--- src/b64u_pkg.sv ---
package b64u_pkg;

   localparam int unsigned BYTE_W  = 8;
   localparam int unsigned SEXT_W  = 6;
   localparam int unsigned PHASE_W = 2;

   localparam logic [BYTE_W-1:0] CHAR_UPPER_A = 8'h41;
   localparam logic [BYTE_W-1:0] CHAR_UPPER_Z = 8'h5a;
   localparam logic [BYTE_W-1:0] CHAR_LOWER_A = 8'h61;
   localparam logic [BYTE_W-1:0] CHAR_LOWER_Z = 8'h7a;
   localparam logic [BYTE_W-1:0] CHAR_DIGIT_0 = 8'h30;
   localparam logic [BYTE_W-1:0] CHAR_DIGIT_9 = 8'h39;
   localparam logic [BYTE_W-1:0] CHAR_PLUS    = 8'h2b;
   localparam logic [BYTE_W-1:0] CHAR_SLASH   = 8'h2f;

   localparam logic [SEXT_W-1:0] IDX_LOWER = 6'd26;
   localparam logic [SEXT_W-1:0] IDX_DIGIT = 6'd52;
   localparam logic [SEXT_W-1:0] IDX_PLUS  = 6'd62;
   localparam logic [SEXT_W-1:0] IDX_SLASH = 6'd63;

   localparam logic [PHASE_W-1:0] PHASE_0 = 2'd0;
   localparam logic [PHASE_W-1:0] PHASE_1 = 2'd1;
   localparam logic [PHASE_W-1:0] PHASE_2 = 2'd2;
   localparam logic [PHASE_W-1:0] PHASE_3 = 2'd3;

   localparam logic DIR_ENCODE = 1'b0;
   localparam logic DIR_DECODE = 1'b1;

   typedef struct packed {
      logic [BYTE_W-1:0] data;
      logic              last;
      logic              error;
   } result_type;

   typedef struct packed {
      logic [1:0] count;
      result_type slot0;
      result_type slot1;
   } pair_type;

   typedef struct packed {
      logic              valid;
      logic [SEXT_W-1:0] value;
   } sextet_type;

   // 6-bit index to alphabet character
   function automatic logic [BYTE_W-1:0] to_char(input logic [SEXT_W-1:0] v);
      logic [BYTE_W-1:0] c;
      if (v < IDX_LOWER) begin
         c = CHAR_UPPER_A + {2'b00, v};
      end else if (v < IDX_DIGIT) begin
         c = CHAR_LOWER_A + {2'b00, v - IDX_LOWER};
      end else if (v < IDX_PLUS) begin
         c = CHAR_DIGIT_0 + {2'b00, v - IDX_DIGIT};
      end else if (v == IDX_PLUS) begin
         c = CHAR_PLUS;
      end else begin
         c = CHAR_SLASH;
      end
      return c;
   endfunction

   function automatic sextet_type from_char(input logic [BYTE_W-1:0] c);
      sextet_type s;
      s.valid = 1'b1;
      s.value = '0;
      if (c >= CHAR_UPPER_A && c <= CHAR_UPPER_Z) begin
         s.value = SEXT_W'(c - CHAR_UPPER_A);
      end else if (c >= CHAR_LOWER_A && c <= CHAR_LOWER_Z) begin
         s.value = SEXT_W'(c - CHAR_LOWER_A) + IDX_LOWER;
      end else if (c >= CHAR_DIGIT_0 && c <= CHAR_DIGIT_9) begin
         s.value = SEXT_W'(c - CHAR_DIGIT_0) + IDX_DIGIT;
      end else if (c == CHAR_PLUS) begin
         s.value = IDX_PLUS;
      end else if (c == CHAR_SLASH) begin
         s.value = IDX_SLASH;
      end else begin
         s.valid = 1'b0;
      end
      return s;
   endfunction

endpackage

--- src/base64_codec_unpadded.sv ---
// A request passes the input register and then the result register before its results appear.
// Throughput: one request per cycle when it yields at most one result and rsp_tready is high;
// a request yielding two characters (encode) holds the result register until both are taken,
// one result per cycle. A request that yields no result still passes the result register.
// Reset (synchronous, active high): encode direction, group state and error drop cleared.
module base64_codec_unpadded (
   input  logic       clock,
   input  logic       reset,
   input  logic       csr_wr_en,
   input  logic       csr_wr_data,   // direction
   input  logic       req_tvalid,
   output logic       req_tready,
   input  logic [7:0] req_tdata,     // [7:0] in_byte
   input  logic       req_tlast,     // in_last
   output logic       rsp_tvalid,
   input  logic       rsp_tready,
   output logic [7:0] rsp_tdata,     // [7:0] out_byte
   output logic       rsp_tlast,     // out_last
   output logic       rsp_tuser      // [0] out_error
);
   import b64u_pkg::*;

   logic              in_valid_ff, in_valid_in;
   logic [BYTE_W-1:0] in_byte_ff;
   logic              in_last_ff;
   logic              req_fire;
   logic              advance;
   logic              can_load;
   pair_type          pair;

   always_ff @(posedge clock) begin
      if (reset) begin
         in_valid_ff <= 1'b0;
      end else begin
         in_valid_ff <= in_valid_in;
      end
   end

   always_ff @(posedge clock) begin
      if (req_fire) begin
         in_byte_ff <= req_tdata;
         in_last_ff <= req_tlast;
      end
   end

   always_comb begin
      advance     = in_valid_ff && can_load;
      req_tready  = !in_valid_ff || advance;
      req_fire    = req_tvalid && req_tready;
      in_valid_in = req_fire || (in_valid_ff && !advance);
   end

   b64u_core u_core (
      .clock       (clock),
      .reset       (reset),
      .csr_wr_en   (csr_wr_en),
      .csr_wr_data (csr_wr_data),
      .item_go     (advance),
      .item_byte   (in_byte_ff),
      .item_last   (in_last_ff),
      .pair        (pair)
   );

   b64u_out_buf u_out_buf (
      .clock      (clock),
      .reset      (reset),
      .load       (advance),
      .pair       (pair),
      .can_load   (can_load),
      .rsp_tvalid (rsp_tvalid),
      .rsp_tready (rsp_tready),
      .rsp_tdata  (rsp_tdata),
      .rsp_tlast  (rsp_tlast),
      .rsp_tuser  (rsp_tuser)
   );

endmodule

--- src/b64u_core.sv ---
module b64u_core (
   input  logic                      clock,
   input  logic                      reset,
   input  logic                      csr_wr_en,
   input  logic                      csr_wr_data,
   input  logic                      item_go,
   input  logic [b64u_pkg::BYTE_W-1:0] item_byte,
   input  logic                      item_last,
   output b64u_pkg::pair_type        pair
);
   import b64u_pkg::*;

   logic               direction_ff, direction_in;
   logic [PHASE_W-1:0] phase_ff, phase_in;
   logic [SEXT_W-1:0]  carry_ff, carry_in;
   logic               discard_ff, discard_in;

   sextet_type sx;

   always_ff @(posedge clock) begin
      if (reset) begin
         direction_ff <= DIR_ENCODE;
         phase_ff     <= PHASE_0;
         carry_ff     <= '0;
         discard_ff   <= 1'b0;
      end else begin
         direction_ff <= direction_in;
         phase_ff     <= phase_in;
         carry_ff     <= carry_in;
         discard_ff   <= discard_in;
      end
   end

   always_comb begin
      sx           = from_char(item_byte);
      direction_in = direction_ff;
      phase_in     = phase_ff;
      carry_in     = carry_ff;
      discard_in   = discard_ff;
      pair         = '0;

      if (discard_ff) begin
         if (item_last) begin
            discard_in = 1'b0;
            phase_in   = PHASE_0;
            carry_in   = '0;
         end
      end else if (direction_ff == DIR_DECODE) begin
         if (!sx.valid || (item_last && phase_ff == PHASE_0)) begin
            pair.count       = 2'd1;
            pair.slot0.last  = 1'b1;
            pair.slot0.error = 1'b1;
            phase_in         = PHASE_0;
            carry_in         = '0;
            discard_in       = !item_last;
         end else begin
            pair.slot0.last = item_last;
            case (phase_ff)
               PHASE_0: begin
                  carry_in = sx.value;
                  phase_in = PHASE_1;
               end
               PHASE_1: begin
                  pair.count      = 2'd1;
                  pair.slot0.data = {carry_ff, sx.value[5:4]};
                  carry_in        = {2'b00, sx.value[3:0]};
                  phase_in        = PHASE_2;
               end
               PHASE_2: begin
                  pair.count      = 2'd1;
                  pair.slot0.data = {carry_ff[3:0], sx.value[5:2]};
                  carry_in        = {4'b0000, sx.value[1:0]};
                  phase_in        = PHASE_3;
               end
               default: begin
                  pair.count      = 2'd1;
                  pair.slot0.data = {carry_ff[1:0], sx.value};
                  carry_in        = '0;
                  phase_in        = PHASE_0;
               end
            endcase
            if (item_last) begin
               phase_in = PHASE_0;
               carry_in = '0;
            end
         end
      end else begin
         case (phase_ff)
            PHASE_1: begin
               pair.count      = 2'd1;
               pair.slot0.data = to_char({carry_ff[1:0], item_byte[7:4]});
               pair.slot1.data = to_char({item_byte[3:0], 2'b00});
               carry_in        = {2'b00, item_byte[3:0]};
               phase_in        = PHASE_2;
            end
            PHASE_2: begin
               pair.count      = 2'd2;
               pair.slot0.data = to_char({carry_ff[3:0], item_byte[7:6]});
               pair.slot1.data = to_char(item_byte[5:0]);
               carry_in        = '0;
               phase_in        = PHASE_0;
            end
            default: begin
               // phase 3 never occurs in encode; handled as phase 0
               pair.count      = 2'd1;
               pair.slot0.data = to_char(item_byte[7:2]);
               pair.slot1.data = to_char({item_byte[1:0], 4'b0000});
               carry_in        = {4'b0000, item_byte[1:0]};
               phase_in        = PHASE_1;
            end
         endcase
         // every encode tail ends on a second character carrying last
         if (item_last) begin
            pair.count      = 2'd2;
            pair.slot1.last = 1'b1;
            phase_in        = PHASE_0;
            carry_in        = '0;
         end
      end

      if (!item_go) begin
         direction_in = direction_ff;
         phase_in     = phase_ff;
         carry_in     = carry_ff;
         discard_in   = discard_ff;
      end
      if (csr_wr_en) begin
         direction_in = csr_wr_data;
         phase_in     = PHASE_0;
         carry_in     = '0;
         discard_in   = 1'b0;
      end
   end

endmodule

--- src/b64u_out_buf.sv ---
module b64u_out_buf (
   input  logic                        clock,
   input  logic                        reset,
   input  logic                        load,
   input  b64u_pkg::pair_type          pair,
   output logic                        can_load,
   output logic                        rsp_tvalid,
   input  logic                        rsp_tready,
   output logic [b64u_pkg::BYTE_W-1:0] rsp_tdata,
   output logic                        rsp_tlast,
   output logic                        rsp_tuser
);
   import b64u_pkg::*;

   logic [1:0] count_ff, count_in;
   result_type slot0_ff, slot0_in;
   result_type slot1_ff, slot1_in;
   logic       rsp_fire;

   always_ff @(posedge clock) begin
      if (reset) begin
         count_ff <= 2'd0;
      end else begin
         count_ff <= count_in;
      end
   end

   always_ff @(posedge clock) begin
      slot0_ff <= slot0_in;
      slot1_ff <= slot1_in;
   end

   always_comb begin
      rsp_fire = rsp_tvalid && rsp_tready;
      can_load = (count_ff == 2'd0) || (count_ff == 2'd1 && rsp_fire);
      count_in = count_ff;
      slot0_in = slot0_ff;
      slot1_in = slot1_ff;
      if (load) begin
         count_in = pair.count;
         slot0_in = pair.slot0;
         slot1_in = pair.slot1;
      end else if (rsp_fire) begin
         count_in = count_ff - 2'd1;
         slot0_in = slot1_ff;
      end
   end

   assign rsp_tvalid = (count_ff != 2'd0);
   assign rsp_tdata  = slot0_ff.data;
   assign rsp_tlast  = slot0_ff.last;
   assign rsp_tuser  = slot0_ff.error;

endmodule

--- config.mk ---
export PLATFORM = sky130hd
export DESIGN_NAME = base64_codec_unpadded
export DESIGN_NICKNAME = d
export VERILOG_FILES = /design/src/b64u_pkg.sv /design/src/base64_codec_unpadded.sv /design/src/b64u_core.sv /design/src/b64u_out_buf.sv
export SDC_FILE = /design/constraint.sdc
export NUM_CORES = 1
export LEC_CHECK = 0
export CAP_MARGIN = 30
export CELL_PAD_IN_SITES_DETAIL_PLACEMENT = 1
export CELL_PAD_IN_SITES_GLOBAL_PLACEMENT = 1
export CORE_ASPECT_RATIO = 0.7
export CORE_UTILIZATION = 30
export DETAILED_ROUTE_END_ITERATION = 6
export DONT_BUFFER_PORTS = 1
export PLACE_DENSITY = 0.52
export REMOVE_ABC_BUFFERS = 1
export SYNTH_ARGS = -nofsm -noshare
export SYNTH_HDL_FRONTEND = slang
export SYNTH_SLANG_ARGS = --single-unit
--- constraint.sdc ---
create_clock -name clock -period 8 [get_ports clock]
set_input_delay 0.4 -clock clock [delete_from_list [all_inputs] [get_ports clock]]
set_output_delay 0.4 -clock clock [all_outputs]
set_load 0.005 [all_outputs]
==> results.md, run 1 <==
* Final setup violation count at 0
* Chip width at roughly 160 um
* Routability-driven placement congestion ratio at ~0.85
* Seq. cell area at ~1100 um^2
* Top-Level Pins at 27
* Yosys warning count at 0
* Post-Route WL at approximately 20 mm
* Max-cap viol count at 0
* Synth top area share at around 17%
* Crit start category: flip-flop
* DRT iter0 DRCs at between 300 and 400
* Starting Density at 31.4%
* Slew HR at 36.9%
* Met2 routed WL at just over 8 mm
* Worst Setup End Kind: flip-flop
* CTS tree: yes
* Hold-critical path depth at 1
* EDFF count, synth at 28
* Port bufs at 0
* Vias at 4,810
* CTS Root Cell: clkbuf_16
* Critical Path RT at approximately 8 ns
* First-pass GRT wire length at approximately 31 mm
* Pin count of the biggest net entering global routing at 29
* # nets final at 643
* Post-CTS Setup Inserts at 0
* Die ar. at ~17,000 um^2
* Site row count at 38
* Cells after Synth at about 600
* Vias in the first global route at about 4.8k
* Remaining global-route overflow at 0
* Cell area after synthesis at 4960 um^2
* Hold crit path type: in -> reg
* Static leakage power at between 1.5 and 2 nW
* Core ar. at ~16,000 um^2
* Clock Tree Buf Depth at 2
* Top-count cell post-synth: ha_1
* Tmin final at 4.12 ns
* #FFs+latches synth at ~40
* Synth area leaders: edfxtp_1 (17%), ha_1 (14%), xnor2_1 (5.8%)
* Synth top cells by count: ha_1 (54), a21oi_1 (49), nand2_1 (45), nor2_1 (36), xnor2_1 (33)
* Hpwl dp at about 15 mm
* Final period utilization at between 50% and 60%
* Final Util at approximately 33%
* Worst-path clk slew at roughly 0.060 ns
* CTS H-tree depth at 2
* Via/cell ratio at between 6 and 7
* Power Density at approximately 140 nW/um^2
* Post-route ant nets at 0
* Hold Buf Count CTS at 0
* Syn avg cell area at roughly 8 um^2
* Area of the multi-input gates at 3560 um^2
* Dominant synthesized flop cell: edfxtp_1
* PostCTS Resize Cnt at 0
* Worst vdd ir at around 0.00010 V
* Initial antenna violation count at 1
* WS Path Type: reg -> reg
* Register area share after synthesis at 22.2%
* GRT Util Overall at between 20% and 30%
* RSZ-0062 raised after global routing: false
* Fillers at about 1.9k
* Worst-Skew Late Latency at between 0.2 and 0.3 ns
* Final hold vios at 0
* DRT met1 WL at between 10 and 15 mm
* Die span in y at ~110 um
* Routed WL per cell at 25.4 um
* Sink Count at a little over 40
* Num CTS Buffers at 5
* Arr. time, crit path at 4.16 ns
* R2R depth at 8
* Layout area overhead at 5.32%
* DRT Pass-1 Iters at 5
* Max FO, Critical Path at 18
* Worst-Margin Slew at approximately 0.95 ns
* Fmax at 0.243 GHz
* Fin Setup TNS at 0 ns
* FFs w/ async S/R, synth at 0%
* Largest area contributor in the netlist: edfxtp_1
* DR WL met3 at ~1.2 mm
* DRC Markers at 0
* Distinct cells, synth at 73
* Slew Viols, Final at 0
* Share of cells above drive strength 1 at around 4.9%
* Max Clock Skew at between 0.01 and 0.015 ns
* Status: finished, final reports clean
* Top Layer Used: met4
## per-stage QoR
step | setup slack, ns | std cells | cell area, um^2 | total power [W] | hold slack [ns]
final | 3.88 | 796 | 5230 | 0.000753 | 0.173
after global routing | 3.57 | 795 | 5230 | 0.000792 | 0.162
after CTS | 3.93 | 795 | 5230 | 0.000751 | 0.171
after detailed placement | 3.97 | 787 | 5080 | 0.000553 | 0.476
after global placement | 3.97 | 787 | 5080 | 0.000548 | 0.474
after floorplan | 4.93 | 563 | 4780 | 0.000461 | 0.455
## sequential cells by signal, indices dropped and copies added (netlist names), 2 cells and up
| signal | flops |
|---|---|
| in_byte_ff | 8 |
| u_core.phase_ff | 2 |
| u_core.carry_ff | 6 |
| u_out_buf.count_ff | 2 |
| u_out_buf.rsp_tdata | 8 |
| u_out_buf.slot1_ff | 9 |
## power breakdown
part	switching (W)	leakage [nW]	internal, W
Combinational	0.000174	1.42	0.0000896
Clock	0.0000854	0.0712	0.000115
Sequential	0.0000324	0.372	0.000257
Total	0.000292	1.87	0.000461
## per-layer routing
| layer | vias up | GRT usage [%] |
|---|---|---|
| met4 | 0 | 4.06 |
| met1 | 2427 | 35.8 |
| met5 | - | 0 |
| met2 | 141 | 36.1 |
| met3 | 20 | 5.32 |
| li1 | 2222 | - |
## cell families (layout without fill, tap and decap cells)
kind of cell,after synthesis,count (layout),share of synthesized area (%)
DFF,41,41,22.2
buffers and inverters,72,42,6.02
other,0,1,0
AOI/OAI and AO/OA,203,203,29.3
adders and majority gates,54,54,13.6
xor gates and xnor gates,48,48,8.47
and+or+nand+nor,178,178,18.5
muxes,9,9,1.89
## cell type report
type / count / share of cell area (%)
multi-input cells: 492 / 68.2
well taps: 220 / 5.26
diodes: 1 / 0.0479
inverters: 30 / 2.15
flip-flops and latches: 41 / 21.1
clock inverters: 3 / 0.335
clock buffers: 5 / 2.39
repair buffers: 4 / 0.574
## final timing paths
| check | from | to | slack, ns |
|---|---|---|---|
| setup / recovery | in_byte_ff[4]$_DFFE_PP_ | u_out_buf.rsp_tdata[6]$_DFFE_PP_ | 3.88 |
| hold / removal | reset | u_core.direction_ff$_SDFFE_PP0P_ | 0.17 |
| setup reg to reg | in_byte_ff[4]$_DFFE_PP_ | u_out_buf.rsp_tdata[6]$_DFFE_PP_ | 3.88 |
| hold reg to reg | u_core.carry_ff[5]$_SDFFE_PP0P_ | u_core.carry_ff[5]$_SDFFE_PP0P_ | 0.49 |
## worst max-delay path, cell delays in order, from the launching register on
cell	delay [ns]
edfxtp_1	0.89
inv_1	0.39
ha_1	0.39
a21o_1	0.26
a21oi_1	0.74
nor3_1	0.16
a2111oi_0	0.63
a311oi_1	0.11
a221o_1	0.29
## layout by cell type, fill, tap and decap left out, types with 18 or more instances in the layout
master / instances
a211oi_1: 22
nor2_1: 36
inv_1: 28
nor3_1: 18
a21oi_1: 49
nand3_1: 19
edfxtp_1: 28
nand2_1: 45
ha_1: 54
o21ai_0: 19
xnor2_1: 33
Note: power is estimated with default switching activity, not from simulation.
==> run 2: changes to the inputs <==
ABC_AREA = 1   (was not set)
PLACE_DENSITY = 0.56   (was 0.52)
clock period = 3.65 ns   (was 8 ns; I/O delays follow)
==> results.md, run 2 <==
* Status: finished, final reports clean
* Arr. time, crit path at around 3.1 ns
* Main combinational cell family by area after synthesis: simple AND/OR/NAND/NOR gates
* Distinct cells, synth at 50
* Static leakage power at between 2 and 3 nW
* Cell family with most CP delay: simple AND/OR/NAND/NOR gates
* Chip width at around 160 um
* Core ar. at between 15,000 and 20,000 um^2
* R2R Setup Slk at ~0.60 ns
* Critical path's largest stage delay at slightly below 0.7 ns
* Die span in y at 112 um
* CTS tree: yes
* Worst Setup End Kind: flip-flop
* DRC Markers at 0
* Register area share after synthesis at 21.1%
* Initial antenna violation count at 0
* Via/cell ratio at between 5 and 6
* EDFF count, synth at 28
* Yosys warning count at 0
* FFs w/ async S/R, synth at 0%
* Num CTS Buffers at 5
* Simple-Gate Fraction of Synth Area at between 30% and 40%
* Vias at between 5k and 6k
* Worst-Margin Slew at 0.647 ns
* Tmin final at 3.05 ns
* Worst-path clk slew at 0.07 ns
* Worst-Skew Late Latency at approximately 0.30 ns
* Hold Buf Count CTS at 10
* Vias in the first global route at approximately 5.6k
* Worst vdd ir at between 0.00015 and 0.0002 V
* PostCTS Resize Cnt at 0
* Most frequent cells in the layout: nand2_1 (234), inv_1 (85), nand3_1 (70)
* Top-Level Pins at 27
* Synth top cells by count: nand2_1 (234), inv_1 (85), nand3_1 (70), nor2_1 (64), ha_1 (54)
* Seq. cell area at between 1000 and 1500 um^2
* Critical Path RT at 3.70 ns
* Xor and xnor area share after synthesis at approximately 6.2%
* Max Clock Skew at approximately 0.0055 ns
* Layout area overhead at 10.1%
* Fin Setup TNS at 0 ns
* CP cell instances: ha_1 > nand2_1 > nand2_1 > inv_1 > nand2_1 > nand3_4 > nand2_1 > nand2_1 > nand2_1 > nand2_1 > nand2_1 > nand3_1 > nand2_1 > nand2_1 > nand2_1 > nand2_1
* CTS H-tree depth at 2
* Post-Route WL at ~21 mm
* DRT iter0 DRCs at between 400 and 500
* WS Path Type: reg -> reg
* Antenna fix cells at 0
* Largest reg by FF count: u_out_buf.slot1_ff
* Max FO, Critical Path at 11
* Final period utilization at approximately 84%
* Final Instance Count excl. Fillers at ~1.0k
* CP most frequent cell: nand2_1
* Syn avg cell area at around 6.5 um^2
* Post-CTS Setup Inserts at 0
* Die ar. at ~18,000 um^2
* Clock Tree Buf Depth at 2
* Max stage delay cell, worst path: edfxtp_1
* CP Depth at 16
* R2R depth at 16
* Fillers at between 2k and 2.5k
* Max-cap viol count at 0
* Largest area contributor in the netlist: nand2_1
* Synth top area share at between 10% and 20%
* Most common cell after layout, fill and taps aside: nand2_1
* # nets final at between 800 and 900
* Adder-Cell Fraction of Synth Area at between 10% and 20%
* Hpwl dp at between 15 and 20 mm
* Synth Area in Compound Gates at roughly 14%
* Post-route ant nets at 0
* Buf/Inv on CP at 1
* Final hold vios at 0
* Routed WL per cell at 20.3 um
* Hold crit path type: in -> reg
* Hold-critical path depth at 2
* Slew Viols, Final at 0
* #FFs+latches synth at about 40
* Placed cells at 1,014
* Starting Density at between 30% and 40%
* Cells after Synth at ~800
* Dominant synthesized flop cell: edfxtp_1
* Port bufs at 0
* Pin count of the biggest net entering global routing at 20
* CTS Root Cell: clkbuf_16
* Area of the multi-input gates at approximately 3600 um^2
* Mux contribution to synthesized area at 0%
* Synth area leaders: nand2_1 (17%), edfxtp_1 (16%), ha_1 (13%)
* Remaining global-route overflow at 0
* Cell area after synthesis at ~5200 um^2
* Fmax at about 0.33 GHz
* Sink Count at 41
* Power Density at about 360 nW/um^2
* Crit start category: flip-flop
* Routability-driven placement congestion ratio at 0.944
* Final setup violation count at 0
* Share of cells above drive strength 1 at around 8.1%
* Max reg flops at 9
* Slew HR at a little under three fifths
* Top-count cell post-synth: nand2_1
* First-pass GRT wire length at between 30 and 40 mm
* GRT Util Overall at around 24%
* Site row count at 39
* RSZ-0062 raised after global routing: false
* DRT Pass-1 Iters at 5
==> run 2: logic make-up (layout without fill, tap and decap cells) <==
kind of cell,count (synthesis),in the layout
adder cells (fa/ha/maj),54,54
buffers and inverters,125,134
XOR/XNOR,37,37
flip-flops,41,41
AND/OR/NAND/NOR,414,414
AO/OA/AOI/OAI,127,127
==> run 2: cell type report <==
cell class | instances | share of cell area [%]
clock buffer | 6 | 2.42
clock inverter | 2 | 0.653
inverter | 101 | 6.77
multi-input combinational | 632 | 62.4
sequential | 41 | 19.2
tap | 225 | 4.90
timing repair buffer | 25 | 3.70
==> run 2: final timing paths <==
check                                       start                          endpoint
setup / recovery          in_byte_ff[4]$_DFFE_PP_  u_out_buf.rsp_tdata[1]$_DFFE_PP_
hold / removal                         req_tvalid            in_valid_ff$_SDFF_PP0_
setup reg to reg          in_byte_ff[4]$_DFFE_PP_  u_out_buf.rsp_tdata[1]$_DFFE_PP_
hold reg to reg   u_core.carry_ff[5]$_SDFFE_PP0P_   u_core.carry_ff[5]$_SDFFE_PP0P_
==> run 2: per-stage QoR <==
| step | power (W) | setup slack, ns | util, % | hold WS, ns | area [um^2] |
|---|---|---|---|---|---|
| final | 0.00207 | 0.601 | 34.5 | 0.0214 | 5750 |
| after global routing | 0.00220 | 0.347 | 34.5 | 0.0296 | 5750 |
| after CTS | 0.00209 | 0.615 | 34.5 | 0.00999 | 5750 |
| after detailed placement | 0.00151 | 0.603 | 32.9 | 0.255 | 5470 |
| after global placement | 0.00150 | 0.624 | 32.9 | 0.254 | 5470 |
| after floorplan | 0.00122 | 1.25 | - | 0.252 | 5080 |
==> run 2: per-layer routing <==
layer  global-route usage, %  wire (um)
met1                    36.3      10900
met2                    35.8       8720
met3                    3.81       1160
met4                    4.81        230
met5                       0          0
==> run 2: report_power, final <==
group / switching (W) / internal (W) / total (W)
logic: 0.000610 / 0.000254 / 0.000863
registers: 0.0000576 / 0.000597 / 0.000655
clock network: 0.000213 / 0.000342 / 0.000555
